$ cat config.mk
export PLATFORM = sky130hd
export DESIGN_NAME = bgi_queue
export DESIGN_NICKNAME = d
export VERILOG_FILES = /design/src/design/bgi_pkg.sv /design/src/design/bgi_queue.sv
export SDC_FILE = /design/constraint.sdc
export NUM_CORES = 1
export LEC_CHECK = 0
export BUFFER_PORTS_ARGS = -buffer_cell sky130_fd_sc_hd__buf_4
export CAP_MARGIN = 5
export CORE_ASPECT_RATIO = 1.5
export CORE_MARGIN = 2
export CORE_UTILIZATION = 50
export CTS_CLUSTER_SIZE = 24
export DETAILED_ROUTE_END_ITERATION = 16
export GPL_ROUTABILITY_DRIVEN = 0
export GPL_TIMING_DRIVEN = 1
export PLACE_DENSITY = 0.83
export SYNTH_ARGS = -nofsm -noshare
export SYNTH_HDL_FRONTEND = slang
export SYNTH_SLANG_ARGS = --single-unit
$ cat constraint.sdc
create_clock -name clk -period 15.3 [get_ports clk]
set_input_delay 0.765 -clock clk [delete_from_list [all_inputs] [get_ports clk]]
set_output_delay 0.765 -clock clk [all_outputs]
set_load 0.005 [all_outputs]
$ cat src/design/bgi_pkg.sv
// Package for the bilinear grid interpolator: sizes, payload structs,
// register codes and the queue entry type. No dependencies.
`default_nettype none
package bgi_pkg;

    localparam int MAX_LINES   = 64;
    localparam int MAX_COLUMNS = 64;
    localparam int FRAC_BITS   = 16;
    localparam int POS_FRAC    = 32;

    localparam int NODE_W  = 6;
    localparam int CNT_W   = 7;
    localparam int VAL_W   = 32;
    localparam int BANK_AW = 2 * NODE_W - 2;
    localparam int BANK_D  = 1 << BANK_AW;
    localparam int WGT_W   = FRAC_BITS + 1;
    localparam int PROD_W  = VAL_W + WGT_W + 1;
    localparam int ADDR_W  = 5;

    localparam logic [CNT_W-1:0] LINES_CAP   = CNT_W'(MAX_LINES);
    localparam logic [CNT_W-1:0] COLUMNS_CAP = CNT_W'(MAX_COLUMNS);

    typedef enum logic [2:0] {
        REG_ORIGIN_X     = 3'd0,
        REG_ORIGIN_Y     = 3'd1,
        REG_INV_X        = 3'd2,
        REG_INV_Y        = 3'd3,
        REG_GRID_LINES   = 3'd4,
        REG_GRID_COLUMNS = 3'd5
    } bgi_reg_t;

    typedef enum logic {
        REQ_WRITE  = 1'b0,
        REQ_QUERY  = 1'b1
    } bgi_req_t;

    typedef struct packed {
        logic                    req_type;
        logic [NODE_W-1:0]       node_x;
        logic [NODE_W-1:0]       node_y;
        logic signed [VAL_W-1:0] node_value;
        logic signed [VAL_W-1:0] point_x;
        logic signed [VAL_W-1:0] point_y;
    } bgi_cmd_t;

    typedef struct packed {
        logic signed [VAL_W-1:0] field_value;
        logic                    out_of_range;
    } bgi_result_t;

    typedef struct packed {
        logic signed [VAL_W-1:0] origin_x;
        logic signed [VAL_W-1:0] origin_y;
        logic [VAL_W-1:0]        inv_x;
        logic [VAL_W-1:0]        inv_y;
        logic [CNT_W-1:0]        lines;
        logic [CNT_W-1:0]        columns;
    } bgi_cfg_t;

    typedef struct packed {
        logic                    req_type;
        logic [NODE_W-1:0]       node_x;
        logic [NODE_W-1:0]       node_y;
        logic signed [VAL_W-1:0] node_value;
        logic [VAL_W-1:0]        mag_x;
        logic                    neg_x;
        logic [VAL_W-1:0]        mag_y;
        logic                    neg_y;
    } bgi_item_t;

endpackage
`default_nettype wire

$ cat src/design/bgi_queue.sv
// Two-entry queue between front end and back end.
// Depends on bgi_pkg.
`default_nettype none
module bgi_queue import bgi_pkg::*;
(
    input  wire logic      clk,
    input  wire logic      rst_n,
    input  wire logic      push,
    input  wire bgi_item_t push_item,
    output logic           full,
    output logic           pop,
    output bgi_item_t      pop_item
);

    bgi_item_t  entry_reg [2];
    logic       wr_ptr_reg;
    logic       rd_ptr_reg;
    logic [1:0] count_reg;
    logic [1:0] count_next;

    always_comb
    begin
        full       = count_reg == 2'd2;
        pop        = count_reg != 2'd0;
        pop_item   = entry_reg[rd_ptr_reg];
        count_next = count_reg + 2'(push) - 2'(pop);
    end

    always_ff @(posedge clk or negedge rst_n)
    begin
        if (!rst_n)
        begin
            wr_ptr_reg <= 1'b0;
            rd_ptr_reg <= 1'b0;
            count_reg  <= 2'd0;
        end
        else
        begin
            if (push)
                wr_ptr_reg <= ~wr_ptr_reg;
            if (pop)
                rd_ptr_reg <= ~rd_ptr_reg;
            count_reg <= count_next;
        end
    end

    always_ff @(posedge clk)
    begin
        if (push)
            entry_reg[wr_ptr_reg] <= push_item;
    end

endmodule
`default_nettype wire

==> impl_metrics.ini <==
[floorplan]
initial_core_utilization_pct = 50.9
rows = 57
die_footprint_um2 = 17500
die_width_um = 109
dieHeight_um = 161
fp.coreArea_um2 = 16100
io_pins = 227

[worst_setup_path]
cp.arrival_ns = 2.72
worstReg2RegStart = wr_ptr_reg
regToRegSetupSlack_ns = 13.04
criticalPathCategory = flip-flop to primary output
worst_ep_required_time_ns = 14.53
timing.critical_path.from_type = flip-flop
timing.critical_path.fanout_max = 73
r2r-end = entry_reg[1][33]
endpoint_kind = primary output
worst_r2r_path_depth = 2

[yosys]
synth_simple_gate_area_share_pct = 0.427
synth_top_cell_by_area = sky130_fd_sc_hd__edfxtp_1
synthesis.area_um2 = 8200
yosys_register_bits = 226
average_instance_area_after_synthesis_um2 = 22.8
yosys.area_share.adder_pct = 0.153
largest_family_of_logic_cells_by_synthesized_area = multiplexers
ys.warnings.count = 0
synthDominantCellAreaShare_pct = 81.3
synth_area_leaders = sky130_fd_sc_hd__edfxtp_1, sky130_fd_sc_hd__mux2_2, sky130_fd_sc_hd__dfrtp_1, sky130_fd_sc_hd__buf_6, sky130_fd_sc_hd__nor2b_1
yosysUniqueCellTypes = 13
yosys-mux-area-fraction_pct = 15.2
synth.yosys.seq_area_share_pct = 82.5
synth_compound_gate_area_share_pct = 0
area_share_of_xor_xnor_cells_in_the_synthesized_design_pct = 0.320
synthesis.instances = 359
synth_fp_nets = 474

[clock_network]
ctsLongestPathBuffers = 3
post_cts.repair.setup_buffers = 0
cts_tree = done
numClockSinks = 226
clock_insertion_delay_worst_skew_ns = 0.48
hold_buffer_count_at_cts = 0
numCtsBuffers = 20
ctsRootBufferMaster = sky130_fd_sc_hd__clkbuf_16
cts.htree.levels = 1
post_cts_resize_count = 0
path_clk_slew_ns = 0.07

[timing]
report.final.setup_viol = 0
relSlewSlack_pct = 35.2
clock.fmax_ghz = 0.287
period_minus_slack_ns = 3.48
final.setup_skew_ns = 0.0113
tns_ns = 0
layout_setup_ws_ns = 11.82
final_min_period_over_clock_period_pct = 22.8
slew_viol_final = 0
grt_setup_unrepaired = no
finalHoldViolCount = 0
tightest_slew_ns = 0.972

[power_and_ir_drop]
worst_ir_drop_vdd_mv = 0.124
power_uw = 1880
pwr_density_cell_nw_per_um2 = 175
total_leakage_power_uw = 0.00404

[drt]
routed_via_density = 5.10
met3WireLength_um = 1080
antenna_violating_nets_post_route = 0
maxUsedRoutingLayer = met5
router_iterations_before_antenna_repair = 4
drc_errors = 0
met1_length_um = 5320
drt-total-wl_um = 16000
avgRoutedWirePerCell_um = 19.5
wl_met2_um = 8870
drt_iter0_drc = 234
route.vias.total = 4179

[layout]
n_fill_cell = 1091
layout.cells.most_common = sky130_fd_sc_hd__buf_4
layout.cells.non_filler = 819
area.growth.synth_to_final_pct = 31.0
most-common-layout-cells = sky130_fd_sc_hd__buf_4, sky130_fd_sc_hd__edfxtp_1, sky130_fd_sc_hd__mux2_2, sky130_fd_sc_hd__clkbuf_16, sky130_fd_sc_hd__clkinv_2
antenna-diode-count = 0
largest_register_ffs = 222
layout-drive-gt1-share_pct = 61.8
nets = 714

[global_route]
globalRouteTotalUtil_pct = 17.8
grt_first_pass_wirelength_um = 23500
grt_pass1_vias = 4535
grt_antenna_before_repair = 1
global_route_congestion_overflow_total = 0
grt_max_degree = 74

[placement]
post-place-cells = 783
hpwl_um = 10800
dp_worst_setup_slack_ns = 12.33
portBuffers = 226

[job]
maxCapViolations = 0

[outcome]
outcome = completed

[worst_hold_path]
min_path_type = input pin to asynchronous set/reset pin
## metal layers
| metal | up-vias | track usage [%] |
|---|---|---|
| li1 | 1901 | - |
| met1 | 2065 | 18.4 |
| met2 | 168 | 33.0 |
| met3 | 43 | 4.22 |
| met4 | 2 | 8.51 |
| met5 | - | 0 |
## metrics by stage
step / instance area (um^2) / hold WS (ns) / util, %
after CTS: 10700 / 0.0525 / 66.7
after global routing: 10700 / 0.0459 / 66.7
after floorplan: 8200 / 0.455 / -
final: 10700 / 0.0642 / 66.7
after global placement: 10100 / 0.531 / 62.6
after detailed placement: 10100 / 0.531 / 62.6
## cells by family after synthesis
| logic type | after synthesis |
|---|---|
| xor gates and xnor gates | 3 |
| and+or+nand+nor | 6 |
| DFF | 226 |
| adders and majority gates | 1 |
| buffers and inverters | 12 |
| muxes | 111 |
## synthesized netlist by cell type, drive strengths merged
cell,count
edfxtp,222
mux2,111
buf,12
dfrtp,4
nor2b,3
xor2,2
and2,1
ha,1
nand2,1
or2,1
xnor2,1
## area by class of cell
| cell class | count | area, um^2 | area share (%) |
|---|---|---|---|
| clock buffer | 21 | 526 | 4.89 |
| clock inverter | 15 | 135 | 1.26 |
| timing repair buffer | 230 | 1730 | 16.1 |
| sequential | 226 | 6770 | 63.0 |
| tap | 206 | 258 | 2.40 |
| multi-input combinational | 121 | 1330 | 12.4 |
## worst max-delay path: stages (launching register included)
cell,delay [ns]
sky130_fd_sc_hd__dfrtp_4,0.76
sky130_fd_sc_hd__buf_4,0.79
sky130_fd_sc_hd__mux2_2,0.43
sky130_fd_sc_hd__buf_4,0.14
## worst max path at each step
stage                from         endpoint  cells past startpoint
2_1_floorplan        push  entry_reg[0][0]                      1
5_1_grt        rd_ptr_reg     pop_item[15]                      3
3_3_place_gp   rd_ptr_reg     pop_item[26]                      3
6_report       rd_ptr_reg     pop_item[25]                      3
4_1_cts        rd_ptr_reg     pop_item[28]                      3
3_5_place_dp   rd_ptr_reg     pop_item[15]                      3
## power by group
part           total (uW)  internal [uW]  switching (uW)
registers             865            820            45.1
logic                 521            298             223
clock network         495            285             210
total                1880           1400             478
No activity file was read; power rests on OpenSTA's default activity.
