`src/design/bgi_pkg.sv`:
```
// Package for the bilinear grid interpolator: sizes, payload structs,
// register codes and the queue entry type. No dependencies.
`default_nettype none
package bgi_pkg;

    localparam int MAX_LINES   = 64;
    localparam int MAX_COLUMNS = 64;
    localparam int FRAC_BITS   = 16;
    localparam int POS_FRAC    = 32;

    localparam int NODE_W  = 6;
    localparam int CNT_W   = 7;
    localparam int VAL_W   = 32;
    localparam int BANK_AW = 2 * NODE_W - 2;
    localparam int BANK_D  = 1 << BANK_AW;
    localparam int WGT_W   = FRAC_BITS + 1;
    localparam int PROD_W  = VAL_W + WGT_W + 1;
    localparam int ADDR_W  = 5;

    localparam logic [CNT_W-1:0] LINES_CAP   = CNT_W'(MAX_LINES);
    localparam logic [CNT_W-1:0] COLUMNS_CAP = CNT_W'(MAX_COLUMNS);

    typedef enum logic [2:0] {
        REG_ORIGIN_X     = 3'd0,
        REG_ORIGIN_Y     = 3'd1,
        REG_INV_X        = 3'd2,
        REG_INV_Y        = 3'd3,
        REG_GRID_LINES   = 3'd4,
        REG_GRID_COLUMNS = 3'd5
    } bgi_reg_t;

    typedef enum logic {
        REQ_WRITE  = 1'b0,
        REQ_QUERY  = 1'b1
    } bgi_req_t;

    typedef struct packed {
        logic                    req_type;
        logic [NODE_W-1:0]       node_x;
        logic [NODE_W-1:0]       node_y;
        logic signed [VAL_W-1:0] node_value;
        logic signed [VAL_W-1:0] point_x;
        logic signed [VAL_W-1:0] point_y;
    } bgi_cmd_t;

    typedef struct packed {
        logic signed [VAL_W-1:0] field_value;
        logic                    out_of_range;
    } bgi_result_t;

    typedef struct packed {
        logic signed [VAL_W-1:0] origin_x;
        logic signed [VAL_W-1:0] origin_y;
        logic [VAL_W-1:0]        inv_x;
        logic [VAL_W-1:0]        inv_y;
        logic [CNT_W-1:0]        lines;
        logic [CNT_W-1:0]        columns;
    } bgi_cfg_t;

    typedef struct packed {
        logic                    req_type;
        logic [NODE_W-1:0]       node_x;
        logic [NODE_W-1:0]       node_y;
        logic signed [VAL_W-1:0] node_value;
        logic [VAL_W-1:0]        mag_x;
        logic                    neg_x;
        logic [VAL_W-1:0]        mag_y;
        logic                    neg_y;
    } bgi_item_t;

endpackage
`default_nettype wire

```
`src/design/bgi_front.sv`:
```
// Front end: takes commands and reduces query points to origin offsets.
// Depends on bgi_pkg.
`default_nettype none
module bgi_front import bgi_pkg::*;
(
    input  wire logic      start,
    input  wire bgi_cmd_t  cmd,
    input  wire bgi_cfg_t  cfg,
    input  wire logic      full,
    output logic           push,
    output bgi_item_t      item
);

    logic signed [VAL_W:0] off_x;
    logic signed [VAL_W:0] off_y;
    logic [VAL_W:0]        neg_off_x;
    logic [VAL_W:0]        neg_off_y;

    always_comb
    begin
        off_x     = {cmd.point_x[VAL_W-1], cmd.point_x} - {cfg.origin_x[VAL_W-1], cfg.origin_x};
        off_y     = {cmd.point_y[VAL_W-1], cmd.point_y} - {cfg.origin_y[VAL_W-1], cfg.origin_y};
        neg_off_x = -off_x;
        neg_off_y = -off_y;

        push            = start && !full;
        item.req_type   = cmd.req_type;
        item.node_x     = cmd.node_x;
        item.node_y     = cmd.node_y;
        item.node_value = cmd.node_value;
        item.neg_x      = off_x[VAL_W];
        item.neg_y      = off_y[VAL_W];
        item.mag_x      = off_x[VAL_W] ? neg_off_x[VAL_W-1:0] : off_x[VAL_W-1:0];
        item.mag_y      = off_y[VAL_W] ? neg_off_y[VAL_W-1:0] : off_y[VAL_W-1:0];
    end

endmodule
`default_nettype wire

```
`config.mk`:
```
export PLATFORM = sky130hd
export DESIGN_NAME = bgi_front
export DESIGN_NICKNAME = d
export VERILOG_FILES = /design/src/design/bgi_pkg.sv /design/src/design/bgi_front.sv
export SDC_FILE = /design/constraint.sdc
export NUM_CORES = 1
export LEC_CHECK = 0
export BUFFER_PORTS_ARGS = -buffer_cell sky130_fd_sc_hd__buf_4
export CORE_AREA = 2 2 141 143
export DETAILED_ROUTE_END_ITERATION = 7
export DIE_AREA = 0 0 143 145
export GPL_TIMING_DRIVEN = 0
export MAX_ROUTING_LAYER = met4
export PLACE_DENSITY_LB_ADDON = 0.2
export SYNTH_ARGS = -nofsm -noshare
export SYNTH_HDL_FRONTEND = slang
export SYNTH_SLANG_ARGS = --single-unit
```
`constraint.sdc`:
```
create_clock -name vclk -period 4.6
set_input_delay 0.69 -clock vclk [all_inputs]
set_output_delay 0.69 -clock vclk [all_outputs]
set_load 0.01 [all_outputs]
```
==> impl_results.md, run 1 <==
- Sw Pwr: 985 uW
- Pwr Density: 193 nW/um^2
- Initial core utilization: 33.5%
- Ratio of cells with drive above 1 in the final layout: 41.1%
- Outcome: finished with violations
- Worst Path Required: 3.91 ns
- Num ports: 365
- CP max stage cell: or4b_4
- Drt first pass iters: 5
- Core Area: 19200 um^2
- Most frequent CP cell: buf_4
- Critical path peak fanout: 8
- Vias post-DR: 7844
- Mux contribution to synthesized area: 1.46%
- Fin. Hold Viols: 0
- Die Ht: 145 um
- Worst path cell trace: buf_4 -> ha_1 -> buf_6 -> and2_4 -> o211ai_4 -> a2111oi_4 -> nor3_4 -> buf_4 -> or3_1 -> and3_1 -> or2_0 -> or4b_4 -> o21ai_2 -> xor2_1 -> buf_4
- Initial DRC Count: 390
- Syn Std Cell Area: 6430 um^2
- Min-Delay Path Class: in -> out
- FFs & Latches: 0
- Setup crit start kind: primary input
- Final Wtd Congestion: 0.882
- CLK BUF: 0
- Synthesis Warnings: 0
- GR Overflow Total: 0
- Post-detail-place hpwl: 17600 um
- CP Capture Type: primary output
- Net Sw Frac: 51.8%
- Nets: 1561
- Placed instance count: 1452
- Worst slew pin tran: 0.700 ns
- Port Buf Inserts: 242
- Total wire length: 21800 um
- FP Rows: 51
- Fmax: 213 MHz
- RSZ-0062 raised after global routing: yes
- Slew Viols, Final: 0
- Clock power frac: 0%
- Max-Slew Margin vs Limit: 53.2%
- First-pass GRT wire length: 33200 um
- Initial antenna violation count: 0
- Synthesized Nets: 1266
- Setup violators final: 10
- Dpl ws: -0.501 ns
- Synth Area in XOR/XNOR: 13.4%
- Most frequent cells in the layout: 336 x buf_4, 80 x inv_1, 73 x nand2_1
- Minimum clock period: 4.69 ns
- N_diodes: 0
- Yosys cell types: 97
- Main combinational cell family by area after synthesis: compound AO/OA/AOI/OAI gates
- Number of vias per cell: 5.22
- Flip-flop and latch area: 0 um^2
- DR WL/cell: 14.5 um
- Final ANT Viol Nets: 0
- Die X: 143 um
- Area share of and/or/nand/nor cells after synthesis: 25.1%
- Post-layout instance count excluding filler cells: 1503
- Worst vdd ir: 101 uV
- Min setup slack post-route: -0.0912 ns
- Number of global-route vias before repair: 6911
- Final routed DRC violation total: 0
- Failing checks: negative setup slack
- Largest net degree at the start of global routing: 11
- Crit path kind: in -> out
- Final period utilization: 102%
- Mean post-synth cell area: 6.80 um^2
- Delay-heaviest family, CP: simple AND/OR/NAND/NOR gates
- Setup TNS: -0.449 ns
- Post-synthesis adder-cell area fraction: 13.5%
- Sequential-to-total area share from yosys stat: 0%
- Commonest non-fill, non-tap cell in the layout: buf_4
- Synth Area in Compound Gates: 33.6%
- Max-cap violations: 0
- Global Route Usage Sum: 19.2%
- Int Power: 915 uW
- Die area: 20700 um^2
- Synth-to-Final Area Change: 52.9%
- Post-Syn Instances: 945
- Leakage: 0.00453 uW
- Sequential fraction of design power: 0%
- Combinational power share: 100.0%
- Critical Path Max Stage Delay: 0.54 ns
- CP Data Arrival Time: 4.00 ns
- Worst Path Buf+Inv: 4
## layer usage
layer,GRT usage (%),wire [um]
met4,1.78,167
met3,2.31,1500
met2,29.1,9760
met1,28.2,10400
met5,-,0
## what timing repair did
action	CTS	global route
gates cloned	0	1
endpoints found under the setup margin	60	55
pin swaps	27	54
resized for setup	41	136
hold buffers	0	0
setup buffers	18	40
## through the flow
step	power, uW	area [um^2]	util (%)	hold slack (ns)
after floorplan	1030	6430	-	1.43
after global placement	1640	8580	44.7	1.56
after detailed placement	1650	8580	44.7	1.56
after CTS	1710	8890	46.3	1.56
after global routing	2050	9830	51.2	1.56
final	1900	9830	51.2	1.56
## area by class of cell
| cell class | count | area, um^2 |
|---|---|---|
| fillers | 1935 | 9380 |
| multi-input cells | 777 | 6340 |
| repair buffers | 300 | 2310 |
| plain buffers | 77 | 524 |
| well taps | 265 | 332 |
| inverters | 84 | 323 |
## worst paths after layout
path / start / to / slack, ns / cells past startpoint
worst min-delay path: cmd[102] / item[104] / 1.56 / 2
worst max-delay path: cmd[36] / item[62] / -0.09 / 15
## kinds of logic after synthesis
logic type,count (synthesis)
multiplexers,8
XOR/XNOR,98
AO/OA/AOI/OAI,301
AND/OR/NAND/NOR,302
buffers and inverters,168
adder cells (fa/ha/maj),68
## power by group through the flow
| stage | Clock, uW | Sequential (uW) | Combinational [uW] |
|---|---|---|---|
| 2_1_floorplan | 0 | 0 | 1030 |
| 3_3_place_gp | 0 | 0 | 1640 |
| 3_5_place_dp | 0 | 0 | 1650 |
| 4_1_cts | 0 | 0 | 1710 |
| 5_1_grt | 0 | 0 | 2050 |
| 6_report | 0 | 0 | 1900 |
## cell usage after synthesis, types with 11 or more instances
library cell | instances | area share (%)
ha_1 | 66 | 13
nand3_1 | 32 | 2.5
inv_1 | 83 | 4.8
clkbuf_1 | 17 | 0.99
xnor2_1 | 59 | 8.0
a31oi_1 | 15 | 1.5
nor2b_1 | 13 | 1.3
a21oi_1 | 80 | 6.2
nand4_1 | 13 | 1.3
and4_1 | 11 | 1.5
buf_4 | 46 | 5.4
buf_2 | 18 | 1.4
a21o_1 | 20 | 2.3
and3_1 | 12 | 1.2
nand2_1 | 75 | 4.4
nor2_1 | 59 | 3.4
xor2_1 | 39 | 5.3
o31ai_1 | 13 | 1.5
o21a_1 | 19 | 2.2
nor3_1 | 18 | 1.4
o21ai_0 | 42 | 3.3
Power figures use the tool's default switching activity.
==> run 2: changes to the inputs <==
--- a/config.mk
+++ b/config.mk
@@ -12,6 +12,7 @@
 export GPL_TIMING_DRIVEN = 0
 export MAX_ROUTING_LAYER = met4
 export PLACE_DENSITY_LB_ADDON = 0.2
+export RECOVER_POWER = 50
 export SYNTH_ARGS = -nofsm -noshare
 export SYNTH_HDL_FRONTEND = slang
 export SYNTH_SLANG_ARGS = --single-unit
==> run 2 against run 1 <==
  * The flow still finishes with violations (negative setup slack)
  * Global-route usage unchanged
  * Setup slack better by 0.0041 ns
  * Non-clock buffer count stayed put
  * Routed wire length increased by 0.32%
  * Maximum frequency barely moved
  * Hold slack improved by 0.032 ns
  * Die area is the same
  * Via count is 0.11% higher
  * Count of clock-buffer cells in the layout unchanged
  * Sequential share of layout area is the same
  * Critical path type unchanged
==> impl_results.md, run 2 (synthesized netlist as in run 1, its figures left out) <==
- Initial core utilization: 33.5%
- Fin. Hold Viols: 0
- Die Ht: 145 um
- Metal3 WL: 1480 um
- CP Data Arrival Time: 4.00 ns
- Critical Path Max Stage Delay: 0.52 ns
- Min-Delay Path Class: in -> out
- Vias post-DR: 7853
- Num ports: 365
- Pwr Density: 195 nW/um^2
- Net Sw Frac: 52.3%
- Int Power: 898 uW
- Drt first pass iters: 5
- Setup crit start kind: primary input
- Metal-1 WL: 10500 um
- Min setup slack post-route: -0.0871 ns
- Failing checks: negative setup slack
- Max-Slew Margin vs Limit: 53.4%
- Post-detail-place hpwl: 17600 um
- GR Overflow Total: 0
- Total wire length: 21900 um
- CP max stage cell: or4b_4
- CP Capture Type: primary output
- Final Wtd Congestion: 0.882
- Setup violators final: 9
- N_diodes: 0
- Ratio of cells with drive above 1 in the final layout: 37.4%
- Largest net degree at the start of global routing: 11
- Outcome: finished with violations
- Die area: 20700 um^2
- Worst slew pin tran: 0.696 ns
- DR WL/cell: 14.6 um
- Minimum clock period: 4.69 ns
- Core Area: 19200 um^2
- CLK BUF: 0
- Final period utilization: 102%
- Fillers: 1985
- Synth-to-Final Area Change: 50.3%
- Clock power frac: 0%
- Most frequent cells in the layout: 290 x buf_4, 80 x inv_1, 73 x nand2_1
- Final ANT Viol Nets: 0
- Worst vdd ir: 99.9 uV
- DR WL met2: 9750 um
- Post-DP Area: 8580 um^2
- Post-layout instance count excluding filler cells: 1503
- Critical path peak fanout: 4
- Number of global-route vias before repair: 6911
- Combinational power share: 100.0%
- Leakage: 0.00436 uW
- Cts hold-fix bufs: 0
- Port Buf Inserts: 242
- First-pass GRT wire length: 33200 um
- Top Metal Used: met4
- Commonest non-fill, non-tap cell in the layout: buf_4
- Worst Path Required: 3.91 ns
- Fmax: 213 MHz
- FP Rows: 51
- Number of vias per cell: 5.22
- RSZ-0062 raised after global routing: yes
- Placed instance count: 1452
- Flip-flop and latch area: 0 um^2
- Cell area after layout: 9660 um^2
- Initial antenna violation count: 0
- Slew Viols, Final: 0
- Nets: 1561
- Final routed DRC violation total: 0
- Global Route Usage Sum: 19.2%
- Most frequent CP cell: buf_6
- FFs & Latches: 0
- Crit path kind: in -> out
- Initial DRC Count: 375
- Sequential fraction of design power: 0%
- Max-cap violations: 0
- Die X: 143 um
- Worst path cell trace: buf_6 -> inv_4 -> ha_4 -> fa_2 -> nand2b_4 -> a211oi_4 -> o2111ai_2 -> and3_4 -> buf_6 -> a21o_1 -> xnor2_2 -> or3_1 -> or4b_4 -> o21ai_2 -> xor2_1 -> buf_4
- Sw Pwr: 986 uW
-- run 2: changes by cell type in the layout (fill, tap and decap cells not counted), sizes merged --
cell    previous run  this run
clkbuf            12        58
buf              365       319
-- run 2: what timing repair did --
item,4_1_cts,5_1_grt
pin swaps,27,54
setup endpoints to repair,60,55
resized for setup,41,136
setup buffers,18,40
gates cloned,0,1
-- run 2: through the flow --
stage               setup slack [ns]  hold WS (ns)  power [uW]  utilization [%]  setup TNS (ns)
CTS                           -0.139          1.56        1710             46.3          -0.269
detailed placement            -0.501          1.56        1650             44.7          -18.31
global placement              -0.530          1.56        1640             44.7          -19.73
finish                       -0.0871          1.59        1880             50.3          -0.557
global route                  -0.249          1.59        2030             50.3           -2.52
floorplan                     0.0591          1.43        1030                -               0
-- run 2: layer usage --
metal | track usage, % | vias up
met3 | 2.31 | 16
met5 | - | -
li1 | - | 3964
met4 | 1.78 | 0
met1 | 28.2 | 3610
met2 | 29.1 | 263
-- run 2: area by class of cell --
type,instances,area [um^2],area share [%]
Tap cell,265,332,3.43
Multi-Input combinational cell,777,6340,65.7
Timing Repair Buffer,300,2140,22.1
Buffer,77,524,5.43
Inverter,84,323,3.34
-- run 2: worst max-delay path, delay by kind of cell --
family | cells | cell delay [ns]
AOI/OAI and AO/OA | 4 | 0.83
adders and majority gates | 2 | 0.50
and+or+nand+nor | 4 | 1.26
buffers and inverters | 4 | 0.37
xor gates and xnor gates | 2 | 0.33
-- run 2: path summary, 6_finish.rpt --
| kind | startpoint | end | cells after the start |
|---|---|---|---|
| hold / removal | cmd[68] | item[70] | 2 |
| setup / recovery | cmd[32] | item[62] | 16 |
-- run 2: power by group through the flow --
stage | registers (uW) | logic [uW] | clock network, uW
2_1_floorplan | 0 | 1030 | 0
3_3_place_gp | 0 | 1640 | 0
3_5_place_dp | 0 | 1650 | 0
4_1_cts | 0 | 1710 | 0
5_1_grt | 0 | 2030 | 0
6_report | 0 | 1880 | 0
==> run 3: changes to the inputs <==
--- a/config.mk
+++ b/config.mk
@@ -13,6 +13,7 @@
 export MAX_ROUTING_LAYER = met4
 export PLACE_DENSITY_LB_ADDON = 0.2
 export RECOVER_POWER = 50
+export REMOVE_ABC_BUFFERS = 1
 export SYNTH_ARGS = -nofsm -noshare
 export SYNTH_HDL_FRONTEND = slang
 export SYNTH_SLANG_ARGS = --single-unit
==> run 3 against run 2 <==
  * The flow still finishes with violations (negative setup slack)
  * Routed wire length rose by 21%
  * Power rose by 0.89%
  * Via count fell by 4.1%
  * Critical path type unchanged
  * Largest cell class unchanged
  * Largest power group unchanged
==> impl_results.md, run 3 (synthesized netlist as in run 1, its figures left out) <==
- RSZ-0062 raised after global routing: yes
- Worst vdd ir: 170 uV
- Global Route Usage Sum: 24.1%
- Ratio of cells with drive above 1 in the final layout: 39.3%
- Number of global-route vias before repair: 6859
- Total design power: 1900 uW
- Leakage: 0.00400 uW
- FP Rows: 51
- Largest net degree at the start of global routing: 18
- First-pass GRT wire length: 39000 um
- Vias post-DR: 7534
- Most frequent cells in the layout: 236 x buf_4, 80 x inv_1, 69 x nand2_1
- Initial DRC Count: 413
- Die X: 143 um
- Setup violators final: 7
- Setup crit start kind: primary input
- GR Overflow Total: 0
- Hold slack: 1.38 ns
- Total wire length: 26500 um
- Crit path kind: in -> out
- GRT met2 Usage: 36.2%
- N_diodes: 0
- Fmax: 213 MHz
- CP Data Arrival Time: 4.00 ns
- Fillers: 1961
- Synth-to-Final Area Change: 43.8%
- CLK BUF: 0
- Max-cap violations: 0
- Number of vias per cell: 5.45
- Flip-flop and latch area: 0 um^2
- Initial antenna violation count: 0
- Drt first pass iters: 4
- Num ports: 365
- FFs & Latches: 0
- Hold Crit Endpoint: item[102]
- Initial core utilization: 33.5%
- Fin. Hold Viols: 0
- GR peak layer: met2
- Die area: 20700 um^2
- Final routed DRC violation total: 0
- Final ANT Viol Nets: 0
- Outcome: finished with violations
- Hold path start: cmd[100]
- Max-Slew Margin vs Limit: 56.8%
- Final core utilization: 48.1%
- GR Layer Usage met3: 9.47%
- Worst slew pin tran: 0.646 ns
- Dpl ws: -0.777 ns
- Post-detail-place hpwl: 21700 um
- Met1 Use GR: 31.9%
- Nets: 1441
- DR WL/cell: 19.2 um
- Core Area: 19200 um^2
- CP Capture Type: primary output
- Failing checks: negative setup slack
- Minimum clock period: 4.69 ns
- Port Buf Inserts: 197
- Commonest non-fill, non-tap cell in the layout: buf_4
- Slew Viols, Final: 0
- Min-Delay Path Class: in -> out
- Final period utilization: 102%
- Min setup slack post-route: -0.0926 ns
- Die Ht: 145 um
- Pwr Density: 206 nW/um^2
- Worst Path Required: 3.91 ns
- WHS Path Cells: 0
- Critical path peak fanout: 3
- Final Wtd Congestion: 0.951
==> run 3: cell count changes in the layout (fill, tap and decap cells not counted), moves of 4 or more <==
| cell | delta |
|---|---|
| buf_4 | -54 |
| xor2_2 | +4 |
| clkbuf_1 | -55 |
| nand2_1 | -4 |
| nor2_4 | +4 |
| buf_2 | -13 |
| nor2_1 | -6 |
| ha_2 | +17 |
| ha_1 | -20 |
| xor2_1 | -5 |
==> run 3: through the flow <==
step,std cells,setup TNS (ns),instance area (um^2)
3_3_place_gp,1323,-25.39,7720
5_1_grt,1383,-2.78,9240
3_5_place_dp,1323,-26.73,7720
2_1_floorplan,861,0,5910
6_report,1383,-0.300,9240
4_1_cts,1359,-0.564,8380
==> run 3: power breakdown <==
group / switching [uW] / internal [uW] / leakage, uW
sequential: 0 / 0 / 0
combinational: 1020 / 886 / 0.00400
clock: 0 / 0 / 0
==> run 3: worst max path at each step <==
| stage | start | endpoint | cells after the start | slack, ns |
|---|---|---|---|---|
| after CTS | cmd[32] | item[62] | 16 | -0.21 |
| after floorplan | cmd[32] | item[62] | 13 | 0.06 |
| final | cmd[32] | item[60] | 17 | -0.09 |
| after detailed placement | cmd[32] | item[46] | 16 | -0.78 |
| after global placement | cmd[32] | item[46] | 16 | -0.73 |
| after global routing | cmd[32] | item[62] | 16 | -0.22 |
==> run 3: area by class of cell <==
cell class	instances	area (um^2)	share of cell area (%)
Multi-Input combinational cell	777	6540	70.7
Timing Repair Buffer	256	2040	22.1
Tap cell	265	332	3.59
Inverter	84	327	3.53
Timing Repair inverter	1	7.51	0.0812
==> run 3: repair_timing <==
action | 4_1_cts | 5_1_grt
hold buffers | 0 | 0
cloned | 0 | 3
pin swaps | 41 | 66
resized for setup | 81 | 138
setup endpoints to repair | 64 | 51
buffers inserted | 36 | 21
==> run 3: per-layer routing <==
layer	up-vias	part of all wire [%]
li1	3732	-
met1	3491	44
met2	303	44
met3	8	12
met4	0	0.57
met5	-	0
==> run 3: critical path, cell delays in order <==
cell and delay [ns]:
buf_6 0.07, inv_4 0.03, ha_4 0.15, fa_2 0.34, nand2b_4 0.16, a211oi_4 0.28, o2111ai_2 0.19, buf_4 0.18
a41o_1 0.26, nor2_4 0.11, o211ai_2 0.12, or3_1 0.38, or4b_4 0.57, buf_4 0.16, nand2_2 0.06, xnor2_1 0.10
buf_4 0.14
